File: config.mk
export PLATFORM = sky130hd
export DESIGN_NAME = twa_front
export DESIGN_NICKNAME = d
export VERILOG_FILES = /design/src/hdl/twa_pkg.sv /design/src/hdl/twa_front.sv
export SDC_FILE = /design/constraint.sdc
export NUM_CORES = 1
export LEC_CHECK = 0
export ABC_AREA = 1
export ABC_CLOCK_PERIOD_IN_PS = 4700
export BUFFER_PORTS_ARGS = -buffer_cell sky130_fd_sc_hd__buf_2
export CAP_MARGIN = 25
export CORE_MARGIN = 2
export CORE_UTILIZATION = 40
export DETAILED_ROUTE_END_ITERATION = 10
export PLACE_DENSITY = 0.63
export SLEW_MARGIN = 20
export SYNTH_ARGS = -nofsm -noshare
export SYNTH_HDL_FRONTEND = slang
export SYNTH_SLANG_ARGS = --single-unit
export TNS_END_PERCENT = 1
File: constraint.sdc
create_clock -name clk -period 4.7 [get_ports clk]
set_input_delay 0.47 -clock clk [delete_from_list [all_inputs] [get_ports clk]]
set_output_delay 0.47 -clock clk [all_outputs]
set_load 0.1 [all_outputs]
File: src/hdl/twa_pkg.sv
// Shared types and constants for the timed window average block.
// No dependencies.
`default_nettype none
package twa_pkg;
    localparam int unsigned VAL_W = 32;
    localparam int unsigned TIME_W = 32;

    typedef enum logic {
        CMD_MEASURE = 1'b0,
        CMD_CLEAR   = 1'b1
    } cmd_t;

    typedef enum logic [0:0] {
        REG_WINDOW_MS = 1'b0,
        REG_JUMP      = 1'b1
    } reg_idx_t;

    typedef struct packed {
        cmd_t               command;
        logic [VAL_W-1:0]   sample_value;
        logic [TIME_W-1:0]  time_ms;
    } job_t;

    typedef enum logic [2:0] {
        ST_IDLE,
        ST_READ,
        ST_CHECK,
        ST_WRITE,
        ST_DIVIDE,
        ST_DONE
    } back_state_t;
endpackage
`default_nettype wire

File: src/hdl/twa_front.sv
// Front end: accepts items into a two-entry queue toward the back end.
// Depends on twa_pkg.
`default_nettype none
module twa_front (
    input  wire logic          clk,
    input  wire logic          rst_n,
    input  wire logic          push,
    output logic               full,
    input  wire twa_pkg::job_t in_job,
    output logic               job_valid,
    output twa_pkg::job_t      job,
    input  wire logic          job_take
);
    import twa_pkg::*;

    job_t       q_reg [2];
    logic [1:0] cnt_reg;
    logic       rd_reg;
    logic       wr_reg;

    assign full      = (cnt_reg == 2'd2);
    assign job_valid = (cnt_reg != 2'd0);
    assign job       = q_reg[rd_reg];

    always_ff @(posedge clk or negedge rst_n)
    begin
        if (!rst_n)
        begin
            cnt_reg <= 2'd0;
            rd_reg  <= 1'b0;
            wr_reg  <= 1'b0;
        end
        else
        begin
            if (push && !full)
            begin
                wr_reg <= ~wr_reg;
            end
            if (job_take && job_valid)
            begin
                rd_reg <= ~rd_reg;
            end
            cnt_reg <= cnt_reg + {1'b0, push && !full} - {1'b0, job_take && job_valid};
        end
    end

    always_ff @(posedge clk)
    begin
        if (push && !full)
        begin
            q_reg[wr_reg] <= in_job;
        end
    end

    assert property (@(posedge clk) disable iff (!rst_n) cnt_reg <= 2'd2)
        else $error("queue count out of range");
    assert property (@(posedge clk) disable iff (!rst_n)
        (cnt_reg == 2'd0) |-> (rd_reg == wr_reg))
        else $error("empty queue pointers differ");
    assert property (@(posedge clk) disable iff (!rst_n)
        (cnt_reg == 2'd2) |-> (rd_reg == wr_reg))
        else $error("full queue pointers differ");
endmodule
`default_nettype wire

==> results.cfg <==
[min_path]
hold_class = input pin to flop
hp-start = in_job[43]
worstHoldEndpoint = q_reg[1][43]
holdPathStages = 1

[critical_path]
crit_fanout = 66
crit_type = flop to primary output
crit_buf_inv = 2
r2r-start = cnt_reg[1]
cp-end-kind = primary output
slowest_stage = buf_4
crit_cells = 4
cp_data_required_time_ns = 4.23
r2r_cells = 4
crit_top_cell = nand2_1
cp_top_family = buffers and inverters
r2r_end = q_reg[1][28]
startpoint_type = flop
critPathMaxStageDelay_ns = 0.57
path_cells = buf_4, nand2_1, nand2_1, buf_2
crit_arrival_ns = 2.08
rrSetupSlack_ns = 2.47

[cells_and_area]
area_growth_pct = 29.13
final_nets = 587
drive_above_1_share = 0.3157
multi_input_area_um2 = 832.0
insertedDiodeCount = 0
largest_reg_flops = 130
fillers = 1028
register_area_um2 = 4005

[die]
die-height_um = 115.2
start_util = 0.4103
rows = 40
core_um2 = 12060
boundaryPins = 136
fp.dieW_um = 115.2
die_area_um2 = 13280

[logic_synthesis]
synthTopCellsByArea = edfxtp_1, nand2_1, dfrtp_1
synth_cell_types = 10
ys_ff_latch = 134
synth_compound_area_frac = 0
yosysWarnings = 0
synthAdderAreaFrac = 0.005057
synth_top_area_cell = edfxtp_1
ys_seq_area_frac = 0.8091
synth_nets = 443
syn_area_um2 = 4948
synth_top_family_by_area = simple AND/OR/NAND/NOR gates
avgSynthCellArea_um2 = 13.30
synth_top_area_frac = 0.7889
syn_inst = 372
synthSimpleGateAreaFrac = 0.1616
synth.mux.area_fraction = 0
synthXorXnorAreaFrac = 0

[sta]
slew_viol_final = 0
rsz0062_at_grt = no
tns_ns = 0
period_share = 0.5423
slew_headroom = 0.4712
worst-slew-pin-transition_ns = 0.7913
setup_violations = 0
fin_crit_ns = 2.549
hold_viol = 0
max_freq_mhz = 392.3
clock_skew_ns = 0.008169

[drt]
dr.pass1.iters = 4
drc = 0
final_antenna_net_count = 0
wl_met1_um = 4077
vias = 3136
maxUsedRoutingLayer = met4
wl_met3_um = 786
vias_per_cell = 4.499
first_iter_violations = 170
routedWlPerCell_um = 13.68
wl_um = 9534
dr_wl_met2_um = 4522

[global_route]
grt_pass1_vias = 3036
overflow = 0
grt_pass1_wl_um = 14550
grt_use_total = 0.1487
grt_max_degree = 67
antenna_found_initial = 0

[cts]
clkSinkCount = 134
clk_latency_ns = 0.41
cts.repair.resized = 0
cts_tree = built
clk_pin_slew_ns = 0.05
cts_buffer_depth = 2
cts_inserted_buffers = 17
cts-root-buf = clkbuf_16
htreeDepth = 4

[status]
outcome = finished clean

[flow_run]
maxCapViolCount = 0

[placement]
io_buffers = 135
hpwl_um = 5912
gp_routability_congestion = 0.7273
## metal layers
metal | track usage | vias to the layer above
met5 | 0 | -
met4 | 0.07149 | 0
met3 | 0.05640 | 15
met2 | 0.2329 | 131
met1 | 0.1827 | 1453
li1 | - | 1537
## metrics by stage
| step | utilization | hold slack, ns | std cells | instance area, µm² | setup WS (ns) |
|---|---|---|---|---|---|
| 2_1_floorplan | - | 0.1744 | 372 | 4949 | 0.9366 |
| 3_5_place_dp | 0.4797 | 0.2836 | 664 | 5786 | 2.337 |
| 6_report | 0.5298 | 0.2402 | 697 | 6390 | 2.151 |
| 3_3_place_gp | 0.4795 | 0.2801 | 664 | 5783 | 2.277 |
| 4_1_cts | 0.5298 | 0.2192 | 697 | 6390 | 2.112 |
| 5_1_grt | 0.5298 | 0.2256 | 697 | 6390 | 2.002 |
## cells in the mapped netlist
master and instances:
nand2_1 208, edfxtp_1 130, buf_2 9, inv_1 9, buf_4 5, dfrtp_1 4, nand3_1 3, ha_1 2
inv_2 1, nor2_1 1
## logic make-up after synthesis
group / Yosys count
fa+ha+maj: 2
buf+inv: 24
flops: 134
simple gates: 212
## cell usage in the layout (no fill, tap or decap)
cell	n
dfrtp_2	1
nand2_1	208
buf_2	135
nor2_4	1
clkinvlp_4	1
clkbuf_1	2
clkinv_1	5
dfrtp_1	3
nand3_1	3
inv_2	1
bufinv_16	4
inv_1	8
edfxtp_1	130
dlygate4sd3_1	1
clkinv_2	3
ha_1	2
inv_4	1
clkbuf_16	17
buf_4	3
## how the worst max path moves through the flow
stage               slack (ns)      endpoint       start
detailed placement        2.34  q_reg[1][37]        push
global placement          2.28        job[0]      rd_reg
floorplan                 0.94   q_reg[1][0]  cnt_reg[1]
finish                    2.15        job[0]      rd_reg
CTS                       2.11        job[0]      rd_reg
global route              2.00        job[1]      rd_reg
## layout make-up
class,instances,area share
Sequential cell,134,0.6268
Clock buffer,19,0.06775
Multi-Input combinational cell,214,0.1302
Inverter,10,0.006266
Timing Repair Buffer,139,0.1108
Clock inverter,13,0.02526
Tap cell,168,0.03290
## repair_timing
item                                   CTS  global route
hold buffers                             1             0
endpoints found under the hold margin    4             0
buffers inserted                         0             0
Power is left out: the tool's default activity adds up to more than one toggle a clock period on the data nets, which glitch-free logic cannot reach.
